File: config.mk
export PLATFORM = sky130hd
export DESIGN_NAME = replay_gap_scheduler_core
export DESIGN_NICKNAME = d
export VERILOG_FILES = /design/src/rgs_pkg.sv /design/src/replay_gap_scheduler_core.sv /design/src/rgs_arith.sv /design/src/rgs_back.sv /design/src/rgs_queue.sv /design/src/rgs_front.sv
export SDC_FILE = /design/constraint.sdc
export NUM_CORES = 2
export LEC_CHECK = 0
export BUFFER_PORTS_ARGS = -buffer_cell sky130_fd_sc_hd__buf_4
export CORE_MARGIN = 3
export CORE_UTILIZATION = 65
export CTS_BUF_LIST = sky130_fd_sc_hd__clkbuf_8
export CTS_CLUSTER_DIAMETER = 200
export CTS_CLUSTER_SIZE = 16
export DETAILED_ROUTE_END_ITERATION = 10
export PLACE_DENSITY = 0.83
export SLEW_MARGIN = 10
export SYNTH_ARGS = -nofsm -noshare
export SYNTH_HDL_FRONTEND = slang
export SYNTH_SLANG_ARGS = --single-unit
File: constraint.sdc
create_clock -name clk -period 19.9 [get_ports clk]
set_clock_uncertainty 0.1 [all_clocks]
set_input_delay 1.99 -clock clk [delete_from_list [all_inputs] [get_ports clk]]
set_output_delay 1.99 -clock clk [all_outputs]
set_load 0.02 [all_outputs]
File: src/rgs_pkg.sv
// Shared types, codes and constants of the replay gap scheduler.
package rgs_pkg;

    // Default width of the millisecond gap before saturation
    localparam int GAP_BITS_DEF = 32;

    // Width of a positive microsecond difference between two timestamps
    localparam int RAW_W = 52;

    // Depth of the job queue between front and back
    localparam int QUEUE_DEPTH = 2;

    localparam logic [19:0] USEC_PER_SEC  = 20'd1000000;
    localparam logic [9:0]  USEC_PER_MSEC = 10'd1000;

    // Configuration register indexes
    typedef enum logic [1:0] {
        REG_ADJ_MODE   = 2'd0,
        REG_ADJ_VALUE  = 2'd1,
        REG_START_SEC  = 2'd2,
        REG_START_USEC = 2'd3
    } cfg_reg_t;

    // Gap adjustment modes; the two unused codes behave as none
    typedef enum logic [2:0] {
        ADJ_NONE  = 3'd0,
        ADJ_CONST = 3'd1,
        ADJ_ADD   = 3'd2,
        ADJ_SUB   = 3'd3,
        ADJ_MUL   = 3'd4,
        ADJ_DIV   = 3'd5
    } adj_mode_t;

    // Operations of the shared iterative arithmetic unit; OP_MSEC divides by 1000
    typedef enum logic [1:0] {
        OP_DIV  = 2'd0,
        OP_MUL  = 2'd1,
        OP_MSEC = 2'd2
    } arith_op_t;

    typedef struct packed {
        logic      start;
        arith_op_t op;
    } arith_req_t;

    // Back-end sequencer states
    typedef enum logic [3:0] {
        BK_IDLE,
        BK_FIRST,
        BK_PROD,
        BK_DIFF,
        BK_RAW,
        BK_ADJ,
        BK_LIM1,
        BK_LIM2,
        BK_CMP,
        BK_MULW,
        BK_QUOW,
        BK_SPLIT,
        BK_SUM,
        BK_NORM,
        BK_OUT
    } back_state_t;

    // One recorded timestamp
    typedef struct packed {
        logic [31:0] rec_sec;
        logic [19:0] rec_usec;
        logic        first_record;
    } rec_t;

    // One scheduled record
    typedef struct packed {
        logic [31:0] gap_msecs;
        logic [31:0] sched_sec;
        logic [19:0] sched_usec;
    } res_t;

    // Configuration as seen by the back end
    typedef struct packed {
        logic [2:0]  adj_mode;
        logic [31:0] adj_value;
        logic [31:0] start_sec;
        logic [19:0] start_usec;
    } cfg_t;

    // Classified record handed from front to back
    typedef struct packed {
        logic        first;
        logic [32:0] dsec;
        logic [20:0] dusec;
    } job_t;

endpackage

File: src/replay_gap_scheduler_core.sv
// Replay gap scheduler: top level joining front end, job queue and back end.
//
// Usage: records (seconds, microseconds, first-record flag) enter through a
// queue-style port: a transfer happens when push is high and full is low.
// Scheduled results leave the same way: the oldest result sits on sched while
// empty is low and is taken when pop is high. Configuration is a plain write
// port (cfg_wen, cfg_addr, cfg_wdata); the user must write it only while the
// block is idle, which the block itself does not enforce.
// Records are worked on one at a time. A first record needs no division; any
// other needs a division by 1000 of its gap when that is positive, and one to
// split the adjusted gap into seconds and milliseconds. Add, multiply and
// divide also use the bit-serial divide and multiply and the division by 1000
// of the shared arithmetic unit. The front end and a two-entry job queue take
// new records while the back end works.
// Reset clears the configuration to its defaults and forgets the previous
// record, so the next record restarts the schedule. When the receiver stalls,
// the held result stays, the back end waits before its next result, and full
// rises once the job queue is also full.
module replay_gap_scheduler_core #(
    parameter int GAP_BITS = rgs_pkg::GAP_BITS_DEF
) (
    input  logic          clk,
    input  logic          rst_n,
    input  logic          cfg_wen,
    input  logic [1:0]    cfg_addr,
    input  logic [31:0]   cfg_wdata,
    input  logic          push,
    output logic          full,
    input  rgs_pkg::rec_t rec,
    output logic          empty,
    input  logic          pop,
    output rgs_pkg::res_t sched
);

    rgs_pkg::cfg_t cfg;
    rgs_pkg::job_t in_job;
    rgs_pkg::job_t out_job;
    logic          q_push;
    logic          q_full;
    logic          q_pop;
    logic          q_empty;

    rgs_front u_front (
        .clk       (clk),
        .rst_n     (rst_n),
        .cfg_wen   (cfg_wen),
        .cfg_addr  (cfg_addr),
        .cfg_wdata (cfg_wdata),
        .cfg       (cfg),
        .push      (push),
        .rec       (rec),
        .q_full    (q_full),
        .q_push    (q_push),
        .q_job     (in_job)
    );

    rgs_queue u_queue (
        .clk    (clk),
        .rst_n  (rst_n),
        .push   (q_push),
        .wr_job (in_job),
        .full   (q_full),
        .pop    (q_pop),
        .rd_job (out_job),
        .empty  (q_empty)
    );

    rgs_back #(
        .GAP_BITS (GAP_BITS)
    ) u_back (
        .clk     (clk),
        .rst_n   (rst_n),
        .cfg     (cfg),
        .q_empty (q_empty),
        .q_pop   (q_pop),
        .job     (out_job),
        .empty   (empty),
        .pop     (pop),
        .sched   (sched)
    );

    assign full = q_full;

endmodule

File: src/rgs_arith.sv
// Shared iterative unit: bit-serial divider and multiplier, and a 16-bit-a-step divide by 1000.
module rgs_arith #(
    parameter int W = rgs_pkg::RAW_W
) (
    input  logic                clk,
    input  logic                rst_n,
    input  rgs_pkg::arith_req_t req,
    input  logic [W-1:0]        opa,
    input  logic [31:0]         opb,
    output logic                done,
    output logic [W-1:0]        quo,
    output logic [31:0]         rem
);

    localparam int STEPS_MAX = (W > 32) ? W : 32;
    localparam int CNT_W     = $clog2(STEPS_MAX + 1);

    // Millisecond division: one 16-bit dividend digit per step
    localparam int KSTEPS = (W + 15) / 16;
    localparam int KW     = KSTEPS * 16;
    // ceil(2^30 / 125): exact quotient for every 23-bit numerator
    localparam logic [23:0] MSEC_RECIP = 24'd8589935;

    logic                busy_reg, busy_next;
    logic                done_reg, done_next;
    rgs_pkg::arith_op_t  op_reg, op_next;
    logic [CNT_W-1:0]    cnt_reg, cnt_next;
    logic [W-1:0]        acc_reg, acc_next;
    logic [W-1:0]        mcand_reg, mcand_next;
    logic [31:0]         rem_reg, rem_next;
    logic [31:0]         dvs_reg, dvs_next;
    logic [KW-1:0]       kx_reg, kx_next;

    logic [32:0]         shifted;
    logic [32:0]         trial;
    logic                ge;
    logic [W-1:0]        mul_sum;
    logic [25:0]         kv;
    logic [45:0]         kprod;
    logic [15:0]         kq;
    logic [9:0]          kr;

    // Partial remainder with the next dividend bit, and the trial subtraction
    assign shifted = {rem_reg, acc_reg[W-1]};
    assign trial   = shifted - {1'b0, dvs_reg};
    assign ge      = (shifted >= {1'b0, dvs_reg});
    assign mul_sum = (acc_reg << 1) + (dvs_reg[31] ? mcand_reg : '0);

    // Divide remainder and next digit by 1000: drop the factor 8, then multiply
    // by the reciprocal of 125
    assign kv    = {rem_reg[9:0], kx_reg[KW-1 -: 16]};
    assign kprod = 46'(kv[25:3]) * 46'(MSEC_RECIP);
    assign kq    = 16'(kprod >> 30);
    assign kr    = 10'(kv - 26'(kq) * 26'(rgs_pkg::USEC_PER_MSEC));

    // Step the selected operation
    always_comb
    begin
        busy_next  = busy_reg;
        done_next  = 1'b0;
        op_next    = op_reg;
        cnt_next   = cnt_reg;
        acc_next   = acc_reg;
        mcand_next = mcand_reg;
        rem_next   = rem_reg;
        dvs_next   = dvs_reg;
        kx_next    = kx_reg;
        if (!busy_reg)
        begin
            if (req.start)
            begin
                busy_next = 1'b1;
                op_next   = req.op;
                dvs_next  = opb;
                rem_next  = '0;
                case (req.op)
                    rgs_pkg::OP_MUL:
                    begin
                        acc_next   = '0;
                        mcand_next = opa;
                        cnt_next   = CNT_W'(32);
                    end
                    rgs_pkg::OP_MSEC:
                    begin
                        kx_next  = KW'(opa);
                        cnt_next = CNT_W'(KSTEPS);
                    end
                    default:
                    begin
                        acc_next = opa;
                        cnt_next = CNT_W'(W);
                    end
                endcase
            end
        end
        else
        begin
            case (op_reg)
                rgs_pkg::OP_DIV:
                begin
                    rem_next = ge ? trial[31:0] : shifted[31:0];
                    acc_next = {acc_reg[W-2:0], ge};
                end
                rgs_pkg::OP_MUL:
                begin
                    acc_next = mul_sum;
                    dvs_next = dvs_reg << 1;
                end
                rgs_pkg::OP_MSEC:
                begin
                    rem_next = {22'd0, kr};
                    kx_next  = {kx_reg[KW-17:0], kq};
                end
                default:
                begin
                    acc_next = acc_reg;
                end
            endcase
            cnt_next = cnt_reg - CNT_W'(1);
            if (cnt_reg == CNT_W'(1))
            begin
                busy_next = 1'b0;
                done_next = 1'b1;
            end
        end
    end

    // Hold control state
    always_ff @(posedge clk or negedge rst_n)
    begin
        if (!rst_n)
        begin
            busy_reg <= 1'b0;
            done_reg <= 1'b0;
            op_reg   <= rgs_pkg::OP_DIV;
            cnt_reg  <= '0;
        end
        else
        begin
            busy_reg <= busy_next;
            done_reg <= done_next;
            op_reg   <= op_next;
            cnt_reg  <= cnt_next;
        end
    end

    // Hold operands and partial results
    always_ff @(posedge clk)
    begin
        acc_reg   <= acc_next;
        mcand_reg <= mcand_next;
        rem_reg   <= rem_next;
        dvs_reg   <= dvs_next;
        kx_reg    <= kx_next;
    end

    assign done = done_reg;
    assign quo  = (op_reg == rgs_pkg::OP_MSEC) ? kx_reg[W-1:0] : acc_reg;
    assign rem  = rem_reg;

endmodule

File: src/rgs_back.sv
// Back end: works out gap, adjustment and running replay time for each queued record.
module rgs_back #(
    parameter int GAP_BITS = rgs_pkg::GAP_BITS_DEF
) (
    input  logic            clk,
    input  logic            rst_n,
    input  rgs_pkg::cfg_t   cfg,
    input  logic            q_empty,
    output logic            q_pop,
    input  rgs_pkg::job_t   job,
    output logic            empty,
    input  logic            pop,
    output rgs_pkg::res_t   sched
);

    // Gap register is at least 32 bits so that a constant adjustment fits
    localparam int GXW    = (GAP_BITS > 32) ? GAP_BITS : 32;
    localparam int DW     = (GXW > rgs_pkg::RAW_W) ? GXW : rgs_pkg::RAW_W;
    localparam int DIFF_W = rgs_pkg::RAW_W + 2;

    localparam logic [64:0]       GMAX_WIDE = (65'd1 << GAP_BITS) - 65'd1;
    localparam logic [GXW-1:0]    GMAX      = GXW'(GMAX_WIDE);
    localparam logic [DW-1:0]     GMAX_DW   = DW'(GMAX_WIDE);
    localparam logic signed [DIFF_W-1:0] USEC_S = DIFF_W'(rgs_pkg::USEC_PER_SEC);

    rgs_pkg::back_state_t       state_reg, state_next;
    rgs_pkg::job_t              job_reg, job_next;
    logic [GXW-1:0]             g_reg, g_next;
    logic [GXW-1:0]             lim_reg, lim_next;
    logic signed [DIFF_W-1:0]   prod_reg, prod_next;
    logic [20:0]                usum_reg, usum_next;
    logic [31:0]                run_sec_reg, run_sec_next;
    logic [19:0]                run_usec_reg, run_usec_next;
    logic                       out_valid_reg, out_valid_next;
    rgs_pkg::res_t              out_reg, out_next;

    rgs_pkg::arith_req_t        arith_req;
    logic [DW-1:0]              arith_opa;
    logic [31:0]                arith_opb;
    logic                       arith_done;
    logic [DW-1:0]              arith_quo;
    logic [31:0]                arith_rem;

    logic signed [DIFF_W-1:0]   dsec_x;
    logic signed [DIFF_W-1:0]   dusec_x;
    logic signed [DIFF_W-1:0]   diff;
    logic                       diff_pos;
    logic [GXW-1:0]             adj_x;

    rgs_arith #(
        .W (DW)
    ) u_arith (
        .clk   (clk),
        .rst_n (rst_n),
        .req   (arith_req),
        .opa   (arith_opa),
        .opb   (arith_opb),
        .done  (arith_done),
        .quo   (arith_quo),
        .rem   (arith_rem)
    );

    // Signed time difference in microseconds
    assign dsec_x   = DIFF_W'($signed(job_reg.dsec));
    assign dusec_x  = DIFF_W'($signed(job_reg.dusec));
    assign diff     = prod_reg + dusec_x;
    assign diff_pos = !diff[DIFF_W-1] && (diff != '0);
    assign adj_x    = GXW'(cfg.adj_value);

    // Sequence one record through the shared unit
    always_comb
    begin
        state_next     = state_reg;
        job_next       = job_reg;
        g_next         = g_reg;
        lim_next       = lim_reg;
        prod_next      = prod_reg;
        usum_next      = usum_reg;
        run_sec_next   = run_sec_reg;
        run_usec_next  = run_usec_reg;
        out_valid_next = out_valid_reg;
        out_next       = out_reg;
        q_pop          = 1'b0;
        arith_req.start = 1'b0;
        arith_req.op    = rgs_pkg::OP_DIV;
        arith_opa      = '0;
        arith_opb      = '0;

        // Drop the result once its transfer completes
        if (pop && out_valid_reg)
        begin
            out_valid_next = 1'b0;
        end

        case (state_reg)
            rgs_pkg::BK_IDLE:
            begin
                if (!q_empty)
                begin
                    q_pop      = 1'b1;
                    job_next   = job;
                    state_next = job.first ? rgs_pkg::BK_FIRST : rgs_pkg::BK_PROD;
                end
            end
            rgs_pkg::BK_FIRST:
            begin
                // Restart at the start time, carrying excess microseconds
                if (cfg.start_usec >= rgs_pkg::USEC_PER_SEC)
                begin
                    run_sec_next  = cfg.start_sec + 32'd1;
                    run_usec_next = cfg.start_usec - rgs_pkg::USEC_PER_SEC;
                end
                else
                begin
                    run_sec_next  = cfg.start_sec;
                    run_usec_next = cfg.start_usec;
                end
                g_next     = '0;
                state_next = rgs_pkg::BK_OUT;
            end
            rgs_pkg::BK_PROD:
            begin
                prod_next  = dsec_x * USEC_S;
                state_next = rgs_pkg::BK_DIFF;
            end
            rgs_pkg::BK_DIFF:
            begin
                if (diff_pos)
                begin
                    arith_req.start = 1'b1;
                    arith_req.op    = rgs_pkg::OP_MSEC;
                    arith_opa  = DW'(diff[rgs_pkg::RAW_W-1:0]);
                    state_next = rgs_pkg::BK_RAW;
                end
                else
                begin
                    g_next     = '0;
                    state_next = rgs_pkg::BK_ADJ;
                end
            end
            rgs_pkg::BK_RAW:
            begin
                // Saturate the raw gap at the gap width
                if (arith_done)
                begin
                    g_next     = (arith_quo > GMAX_DW) ? GMAX : arith_quo[GXW-1:0];
                    state_next = rgs_pkg::BK_ADJ;
                end
            end
            rgs_pkg::BK_ADJ:
            begin
                state_next = rgs_pkg::BK_SPLIT;
                case (cfg.adj_mode)
                    rgs_pkg::ADJ_CONST:
                    begin
                        g_next = adj_x;
                    end
                    rgs_pkg::ADJ_ADD:
                    begin
                        if (adj_x > GMAX)
                        begin
                            lim_next   = '0;
                            state_next = rgs_pkg::BK_CMP;
                        end
                        else
                        begin
                            arith_req.start = 1'b1;
                            arith_req.op    = rgs_pkg::OP_MSEC;
                            arith_opa  = DW'(GMAX - adj_x);
                            state_next = rgs_pkg::BK_LIM2;
                        end
                    end
                    rgs_pkg::ADJ_SUB:
                    begin
                        g_next = (g_reg < adj_x) ? '0 : g_reg - adj_x;
                    end
                    rgs_pkg::ADJ_MUL:
                    begin
                        if (cfg.adj_value == '0)
                        begin
                            g_next = '0;
                        end
                        else
                        begin
                            arith_req.start = 1'b1;
                            arith_opa  = GMAX_DW;
                            arith_opb  = cfg.adj_value;
                            state_next = rgs_pkg::BK_LIM1;
                        end
                    end
                    rgs_pkg::ADJ_DIV:
                    begin
                        if (cfg.adj_value == '0)
                        begin
                            g_next = GMAX;
                        end
                        else
                        begin
                            arith_req.start = 1'b1;
                            arith_opa  = DW'(g_reg);
                            arith_opb  = cfg.adj_value;
                            state_next = rgs_pkg::BK_QUOW;
                        end
                    end
                    default:
                    begin
                        g_next = g_reg;
                    end
                endcase
            end
            rgs_pkg::BK_LIM1:
            begin
                // Scale the multiply limit down to milliseconds
                if (arith_done)
                begin
                    arith_req.start = 1'b1;
                    arith_req.op    = rgs_pkg::OP_MSEC;
                    arith_opa  = arith_quo;
                    state_next = rgs_pkg::BK_LIM2;
                end
            end
            rgs_pkg::BK_LIM2:
            begin
                if (arith_done)
                begin
                    lim_next   = arith_quo[GXW-1:0];
                    state_next = rgs_pkg::BK_CMP;
                end
            end
            rgs_pkg::BK_CMP:
            begin
                if (g_reg > lim_reg)
                begin
                    g_next     = lim_reg;
                    state_next = rgs_pkg::BK_SPLIT;
                end
                else if (cfg.adj_mode == rgs_pkg::ADJ_MUL)
                begin
                    arith_req.start = 1'b1;
                    arith_req.op    = rgs_pkg::OP_MUL;
                    arith_opa  = DW'(g_reg);
                    arith_opb  = cfg.adj_value;
                    state_next = rgs_pkg::BK_MULW;
                end
                else
                begin
                    g_next     = g_reg + adj_x;
                    state_next = rgs_pkg::BK_SPLIT;
                end
            end
            rgs_pkg::BK_MULW, rgs_pkg::BK_QUOW:
            begin
                if (arith_done)
                begin
                    g_next     = arith_quo[GXW-1:0];
                    state_next = rgs_pkg::BK_SPLIT;
                end
            end
            rgs_pkg::BK_SPLIT:
            begin
                // Split the gap into seconds and leftover milliseconds
                arith_req.start = 1'b1;
                arith_req.op    = rgs_pkg::OP_MSEC;
                arith_opa  = DW'(g_reg);
                state_next = rgs_pkg::BK_SUM;
            end
            rgs_pkg::BK_SUM:
            begin
                if (arith_done)
                begin
                    run_sec_next = run_sec_reg + arith_quo[31:0];
                    usum_next    = {1'b0, run_usec_reg}
                                 + 21'(20'(arith_rem[9:0]) * 20'(rgs_pkg::USEC_PER_MSEC));
                    state_next   = rgs_pkg::BK_NORM;
                end
            end
            rgs_pkg::BK_NORM:
            begin
                // Normalise microseconds with a carry into the seconds
                if (usum_reg >= 21'(rgs_pkg::USEC_PER_SEC))
                begin
                    run_usec_next = 20'(usum_reg - 21'(rgs_pkg::USEC_PER_SEC));
                    run_sec_next  = run_sec_reg + 32'd1;
                end
                else
                begin
                    run_usec_next = usum_reg[19:0];
                end
                state_next = rgs_pkg::BK_OUT;
            end
            rgs_pkg::BK_OUT:
            begin
                // Load the output register once it is free
                if (!out_valid_reg || pop)
                begin
                    out_valid_next       = 1'b1;
                    out_next.gap_msecs  = g_reg[31:0];
                    out_next.sched_sec  = run_sec_reg;
                    out_next.sched_usec = run_usec_reg;
                    state_next          = rgs_pkg::BK_IDLE;
                end
            end
            default:
            begin
                state_next = rgs_pkg::BK_IDLE;
            end
        endcase
    end

    // Hold control state and the running replay time
    always_ff @(posedge clk or negedge rst_n)
    begin
        if (!rst_n)
        begin
            state_reg     <= rgs_pkg::BK_IDLE;
            out_valid_reg <= 1'b0;
            run_sec_reg   <= '0;
            run_usec_reg  <= '0;
        end
        else
        begin
            state_reg     <= state_next;
            out_valid_reg <= out_valid_next;
            run_sec_reg   <= run_sec_next;
            run_usec_reg  <= run_usec_next;
        end
    end

    // Hold the working values of the current record
    always_ff @(posedge clk)
    begin
        job_reg  <= job_next;
        g_reg    <= g_next;
        lim_reg  <= lim_next;
        prod_reg <= prod_next;
        usum_reg <= usum_next;
        out_reg  <= out_next;
    end

    assign empty = !out_valid_reg;
    assign sched = out_reg;

endmodule

File: src/rgs_queue.sv
// Short job queue between the front and back ends.
module rgs_queue (
    input  logic          clk,
    input  logic          rst_n,
    input  logic          push,
    input  rgs_pkg::job_t wr_job,
    output logic          full,
    input  logic          pop,
    output rgs_pkg::job_t rd_job,
    output logic          empty
);

    localparam int DEPTH = rgs_pkg::QUEUE_DEPTH;
    localparam int PTR_W = (DEPTH > 1) ? $clog2(DEPTH) : 1;
    localparam int CNT_W = $clog2(DEPTH + 1);

    rgs_pkg::job_t       slot_reg [DEPTH];
    logic [PTR_W-1:0]    wr_ptr_reg, wr_ptr_next;
    logic [PTR_W-1:0]    rd_ptr_reg, rd_ptr_next;
    logic [CNT_W-1:0]    cnt_reg, cnt_next;
    logic                do_push;
    logic                do_pop;

    assign full    = (cnt_reg == CNT_W'(DEPTH));
    assign empty   = (cnt_reg == '0);
    assign do_push = push && !full;
    assign do_pop  = pop && !empty;
    assign rd_job  = slot_reg[rd_ptr_reg];

    // Advance pointers and fill count
    always_comb
    begin
        wr_ptr_next = wr_ptr_reg;
        rd_ptr_next = rd_ptr_reg;
        cnt_next    = cnt_reg;
        if (do_push)
        begin
            wr_ptr_next = (wr_ptr_reg == PTR_W'(DEPTH - 1)) ? '0 : wr_ptr_reg + PTR_W'(1);
        end
        if (do_pop)
        begin
            rd_ptr_next = (rd_ptr_reg == PTR_W'(DEPTH - 1)) ? '0 : rd_ptr_reg + PTR_W'(1);
        end
        if (do_push && !do_pop)
        begin
            cnt_next = cnt_reg + CNT_W'(1);
        end
        else if (do_pop && !do_push)
        begin
            cnt_next = cnt_reg - CNT_W'(1);
        end
    end

    always_ff @(posedge clk or negedge rst_n)
    begin
        if (!rst_n)
        begin
            wr_ptr_reg <= '0;
            rd_ptr_reg <= '0;
            cnt_reg    <= '0;
        end
        else
        begin
            wr_ptr_reg <= wr_ptr_next;
            rd_ptr_reg <= rd_ptr_next;
            cnt_reg    <= cnt_next;
        end
    end

    // Store the pushed job
    always_ff @(posedge clk)
    begin
        if (do_push)
        begin
            slot_reg[wr_ptr_reg] <= wr_job;
        end
    end

endmodule

File: src/rgs_front.sv
// Front end: configuration registers, record intake and classification.
module rgs_front (
    input  logic          clk,
    input  logic          rst_n,
    input  logic          cfg_wen,
    input  logic [1:0]    cfg_addr,
    input  logic [31:0]   cfg_wdata,
    output rgs_pkg::cfg_t cfg,
    input  logic          push,
    input  rgs_pkg::rec_t rec,
    input  logic          q_full,
    output logic          q_push,
    output rgs_pkg::job_t q_job
);

    logic [2:0]  adj_mode_reg;
    logic [31:0] adj_value_reg;
    logic [31:0] start_sec_reg;
    logic [19:0] start_usec_reg;
    logic [31:0] last_sec_reg;
    logic [19:0] last_usec_reg;
    logic        have_prev_reg;

    assign q_push = push && !q_full;

    // Classify the record: restart, or difference to the previous timestamp
    always_comb
    begin
        q_job.first = rec.first_record || !have_prev_reg;
        q_job.dsec  = {1'b0, rec.rec_sec} - {1'b0, last_sec_reg};
        q_job.dusec = {1'b0, rec.rec_usec} - {1'b0, last_usec_reg};
    end

    // Take configuration writes
    always_ff @(posedge clk or negedge rst_n)
    begin
        if (!rst_n)
        begin
            adj_mode_reg   <= rgs_pkg::ADJ_NONE;
            adj_value_reg  <= 32'd1;
            start_sec_reg  <= '0;
            start_usec_reg <= '0;
        end
        else if (cfg_wen)
        begin
            case (cfg_addr)
                rgs_pkg::REG_ADJ_MODE:   adj_mode_reg   <= cfg_wdata[2:0];
                rgs_pkg::REG_ADJ_VALUE:  adj_value_reg  <= cfg_wdata;
                rgs_pkg::REG_START_SEC:  start_sec_reg  <= cfg_wdata;
                rgs_pkg::REG_START_USEC: start_usec_reg <= cfg_wdata[19:0];
                default:                 adj_mode_reg   <= adj_mode_reg;
            endcase
        end
    end

    // Remember the last accepted timestamp
    always_ff @(posedge clk or negedge rst_n)
    begin
        if (!rst_n)
        begin
            last_sec_reg  <= '0;
            last_usec_reg <= '0;
            have_prev_reg <= 1'b0;
        end
        else if (q_push)
        begin
            last_sec_reg  <= rec.rec_sec;
            last_usec_reg <= rec.rec_usec;
            have_prev_reg <= 1'b1;
        end
    end

    assign cfg.adj_mode   = adj_mode_reg;
    assign cfg.adj_value  = adj_value_reg;
    assign cfg.start_sec  = start_sec_reg;
    assign cfg.start_usec = start_usec_reg;

endmodule

After elaboration in Yosys (flattened, before gate mapping)
Memory sizes are Yosys's and may differ from the RTL's.
Index checks and enable logic that the tools add are counted.
- register bits after elaboration: 714
- memory bits (writable): 110
- input bits: 92
- output and inout bits: 86
- word-level logic and storage cells: 259
- memories: 1
- $add $sub $neg: 20
- multiply operators: 4
- $lt $le $gt $ge: 7
- equal/unequal tests: 48
- muxes and demuxes: 96
- bitwise operators: 2
- reductions and logical operators: 49
- memory list (name ; words ; width ; read ports ; clocked after Yosys merged registers in ; wr ports ; RTL line ; source):
    u_queue.slot_reg ; 2 ; 55 ; 1 ; 0 ; 1 ; rgs_queue.sv:17 ; rgs_pkg::job_t slot_reg [DEPTH];
- operators by type and width (cell ; count):
    32-bit 2-to-1 mux ; 27
    52-bit 2-to-1 mux ; 8
    52-bit case mux with 5 select lines ; 1
    64-bit 2-to-1 mux ; 4
    52-bit case mux with 2 select lines ; 2
    32-bit case mux with 2 select lines ; 3
    32-bit case mux with 6 select lines ; 1
    52-bit case mux with 3 select lines ; 1
    32-bit case mux with 4 select lines ; 1
    32-bit case mux with 3 select lines ; 1
    32-bit by 1-bit adder with 32-bit output (second input constant) ; 2
    32-bit adder ; 2
    32-bit subtractor ; 2
    54-bit by 21-bit adder with 54-bit output ; 1
    54-bit nonzero test ; 1
    52-bit adder ; 1
    52-bit by 32-bit > comparator with 1-bit output (second input constant) ; 1
    4-bit case mux with 13 select lines ; 1
    33-bit by 15-bit multiplier with 48-bit output (second input constant) ; 1
    23-bit by 24-bit multiplier with 46-bit output (second input constant) ; 1
    20-bit 2-to-1 mux ; 2
    4-bit 2-to-1 mux ; 10
    20-bit case mux with 2 select lines ; 1
    20-bit subtractor (second input constant) ; 2
    other kinds (56) ; 149

Longest topological paths before layout
- word-level depth: 9
- gate-level depth with buffers: 40
- depth with buffers taken out: 40

Hierarchy
Synthesis repeated with hierarchy kept, for this count alone.
- cell total of the unflattened synthesis: 7174
- area, all modules: 70931.8 um2
- modules (own cells, without submodules) (module ; times used ; cells an instance ; area each (um2) ; sequential area each (um2)):
    rgs_back ; 1 ; 3786 ; 34564.4 ; 9564.2
    rgs_arith ; 1 ; 2431 ; 24164.4 ; 7216.9
    rgs_front ; 1 ; 767 ; 7872.6 ; 3504.6
    rgs_queue ; 1 ; 190 ; 4330.4 ; 3403.3

Worst setup path before layout
Ideal clock, no wire load.
- kind: register to register
- start point: register u_back.u_arith.rem_reg[7] (netlist: u_back.u_arith.rem[7])
- end point: register u_back.u_arith.rem_reg[9] (netlist: u_back.u_arith.rem[9]), data pin
- arrival time: 9408 ps
- required time: 19537 ps
- path slack: 10129 ps
- cell stages (with the launch flop): 35
- path buffers: 0
- cells stage by stage: edfxtp_1 -> fa_1 -> inv_1 -> fa_1 -> fa_1 -> inv_1 -> fa_1 -> fa_1 -> fa_1 -> inv_1 -> fa_1 -> inv_1 -> ha_1 -> nand4_1 -> nor3_1 -> nand4_1 -> o21ai_0 -> inv_1 -> o21ai_0 -> xor2_1 -> ha_1 -> ha_1 -> inv_1 -> fa_1 -> fa_1 -> inv_1 -> ha_1 -> xor2_1 -> ha_1 -> a21oi_1 -> xnor2_1 -> xnor2_1 -> xnor2_1 -> xnor2_1 -> o22ai_1
- cells in the longest elaborated chain, start to end: 5
- ends and longest elaborated chain (item ; RTL line ; source):
    from (decl) ; rgs_arith.sv:30 ; logic [31:0] rem_reg, rem_next;
    from (signal assigned) ; rgs_arith.sv:152 ; rem_reg <= rem_next;
    23-bit by 24-bit multiplier with 46-bit output ; rgs_arith.sv:52 ; assign kprod = 46'(kv[25:3]) * 46'(MSEC_RECIP);
    16-bit by 7-bit multiplier with 7-bit output ; rgs_arith.sv:54 ; assign kr = 10'(kv - 26'(kq) * 26'(rgs_pkg::USEC_PER_MSEC));
    10-bit subtractor ; rgs_arith.sv:54 ;
    32-bit case mux with 2 select lines * ; rgs_arith.sv:98 ; case (op_reg)
    32-bit 2-to-1 mux * ; rgs_arith.sv:68 ; if (!busy_reg)
Every way passes the cells marked *; elsewhere a longest branch is shown, timed or not.
A chain may end at the register's enable or synchronous reset.

Final worst setup path
- start point: register u_back.u_arith.rem_reg[8] (netlist: u_back.u_arith.rem[8])
- end point: register u_back.u_arith.rem_reg[9] (netlist: u_back.u_arith.rem[9]), data pin
The elaborated chain is that of the path after synthesis.

==> results.json <==
{
  "max_stage_delay_ps": 810,
  "ys_seq_area_share_pct": 34.3,
  "clockBufferDepth": 3,
  "relSlewSlack_pct": 20.9,
  "setup_viol": 0,
  "drt_iter0_drc": 5068,
  "synth_area_leaders": "edfxtp_1 27%, ha_1 15%, fa_1 10%, dfrtp_1 7.6%, inv_1 4.4%",
  "min_period_over_period_pct": 55.6,
  "syn_inst": 6883,
  "drv_slew": 0,
  "postCtsSetupRepairBufs": 0,
  "drive_gt1_share_pct": 8.02,
  "die_y_um": 332,
  "yosysTopAreaCellShare_pct": 26.7,
  "core_mm2": 0.105,
  "numCtsBuffers": 57,
  "synthesis.nets": 8159,
  "worstHoldPathType": "reg2reg",
  "ys_top_cells_by_count": "832 x ha_1, 816 x inv_1, 613 x edfxtp_1",
  "grt_max_degree": 134,
  "htree_levels": 2,
  "largest_reg_flops": 110,
  "synth_ff_type": "edfxtp_1",
  "grt_use_total_pct": 34.2,
  "port_buffers": 177,
  "yosys.area.top_type": "edfxtp_1",
  "grt_overflow": 0,
  "antenna_found_initial": 10,
  "maxCapViolCount": 0,
  "final_nets": 8246,
  "viasPerCell": 6.38,
  "dieArea_mm2": 0.110,
  "cts_tree": "built",
  "rows": 118,
  "io_pins": 178,
  "ctsResizeCount": 0,
  "grt_pass1_wl_um": 298000,
  "vias": 53500,
  "syn_area_per_cell_um2": 10.0,
  "ctsHoldBuffers": 0,
  "grt_pass1_vias": 54400,
  "clk_latency_ps": 830,
  "cp_slowest_cell": "edfxtp_1",
  "timing.setup.tns_ps": 0,
  "crit_path_end_kind": "register",
  "outcome": "complete, no violations",
  "worst-setup-path-type": "reg2reg",
  "place_hpwl_um": 149000,
  "drc": 0,
  "multi_input_area_mm2": 0.0416,
  "min_period_ps": 11070,
  "cp.required_ps": 20320,
  "clock.fmax_ghz": 0.0903,
  "regArea_mm2": 0.0237,
  "hold_viol": 0,
  "die_w_um": 332,
  "drt-total-wl_um": 191000,
  "root_buffer": "clkbuf_8",
  "ys_async_sr_fraction_pct": 25.6,
  "start_util_pct": 66.1,
  "cts.sinks": 824,
  "stdcell_count": 8392,
  "gp_congestion": 1.00,
  "critPathMostFrequentCell": "inv_1",
  "place_inst": 8291,
  "wl_per_cell_um": 22.8,
  "ant_nets": 0,
  "drt-pass1-iter-count": 8,
  "synth_edf_count": 613,
  "syn_area_mm2": 0.0691,
  "crit_fanout": 12,
  "clkTransAtPathRegs_ps": 140,
  "synth_cell_types": 85,
  "crit_path_start_kind": "register",
  "crit_arrival_ps": 11490,
  "worst_pin_slew_ps": 1150,
  "synth-seq-cells": 824,
  "rsz0062_at_grt": "false",
  "synth_most_common_cell": "ha_1",
  "area_growth_pct": 5.67,
  "synth_warnings": 0,
  "n_fill_cell": 7749
}
logic make-up after synthesis:
group / Yosys count / synth area share, %
DFF: 824 / 34.3
and+or+nand+nor: 1579 / 10.9
xor gates and xnor gates: 367 / 4.65
buffers and inverters: 1035 / 5.64
AOI/OAI and AO/OA: 1605 / 14.7
muxes: 288 / 4.51
adders and majority gates: 1185 / 25.3
path summary, 6_finish.rpt:
path | startpoint | slack, ps | cells after the start | end
max | u_back.u_arith.rem[8] | 8830 | 36 | u_back.u_arith.rem[9]
min | u_back.run_sec_reg[16] | 380 | 0 | u_back.sched[36]
max reg2reg | u_back.u_arith.rem[8] | 8830 | 36 | u_back.u_arith.rem[9]
min reg2reg | u_back.run_sec_reg[16] | 380 | 0 | u_back.sched[36]
max in group asynchronous | rst_n | 17320 | 2 | u_back.run_usec_reg[4]
min in group asynchronous | rst_n | 1060 | 1 | u_front.last_sec_reg[26]
layout make-up:
class	instances	share of cell area, %
multi-input cells	5024	57.1
flip-flops and latches	824	32.5
inverters	817	4.20
repair buffers	246	2.56
well taps	1380	2.37
clock buffers	58	1.09
clock inverters	39	0.235
diodes	4	0.0137
routing by layer:
layer,up-vias,track usage [%],wire length (um),part of all wire [%]
li1,24600,-,-,-
met1,25800,42.1,73200,38
met2,2432,57.5,89700,47
met3,640,6.91,16600,8.7
met4,6,17.6,11500,6.0
met5,-,0,34,0.018
critical path, delay by kind of cell (launching register included):
| family | cells | cell delay, ps |
|---|---|---|
| xor+xnor | 6 | 1230 |
| simple gates | 3 | 640 |
| fa+ha+maj | 14 | 6160 |
| buf+inv | 9 | 610 |
| flops | 1 | 810 |
| compound gates | 4 | 1260 |
cells in the final DEF, fill, tap and decap left out, types with 103 or more instances in the layout:
cell type	n
a21o_1	126
a21oi_1	422
buf_4	244
dfrtp_1	208
edfxtp_1	613
fa_1	352
ha_1	832
inv_1	850
mux2_2	184
mux2i_1	103
nand2_1	435
nor2_1	459
o21ai_0	419
xnor2_1	249
xor2_1	118
per-stage QoR:
| step | setup slack [ps] | instance area [um2] | hold slack [ps] | util (%) |
|---|---|---|---|---|
| floorplan | 10130 | 69100 | 336 | - |
| global placement | 9060 | 72000 | 350 | 68.9 |
| detailed placement | 8870 | 72000 | 366 | 68.9 |
| CTS | 8860 | 73000 | 389 | 69.8 |
| global route | 8340 | 73000 | 401 | 69.8 |
| finish | 8830 | 73000 | 385 | 69.8 |
Power is left out: the tool's default activity adds up to more than one toggle a clock period on the data nets, which glitch-free logic cannot reach.
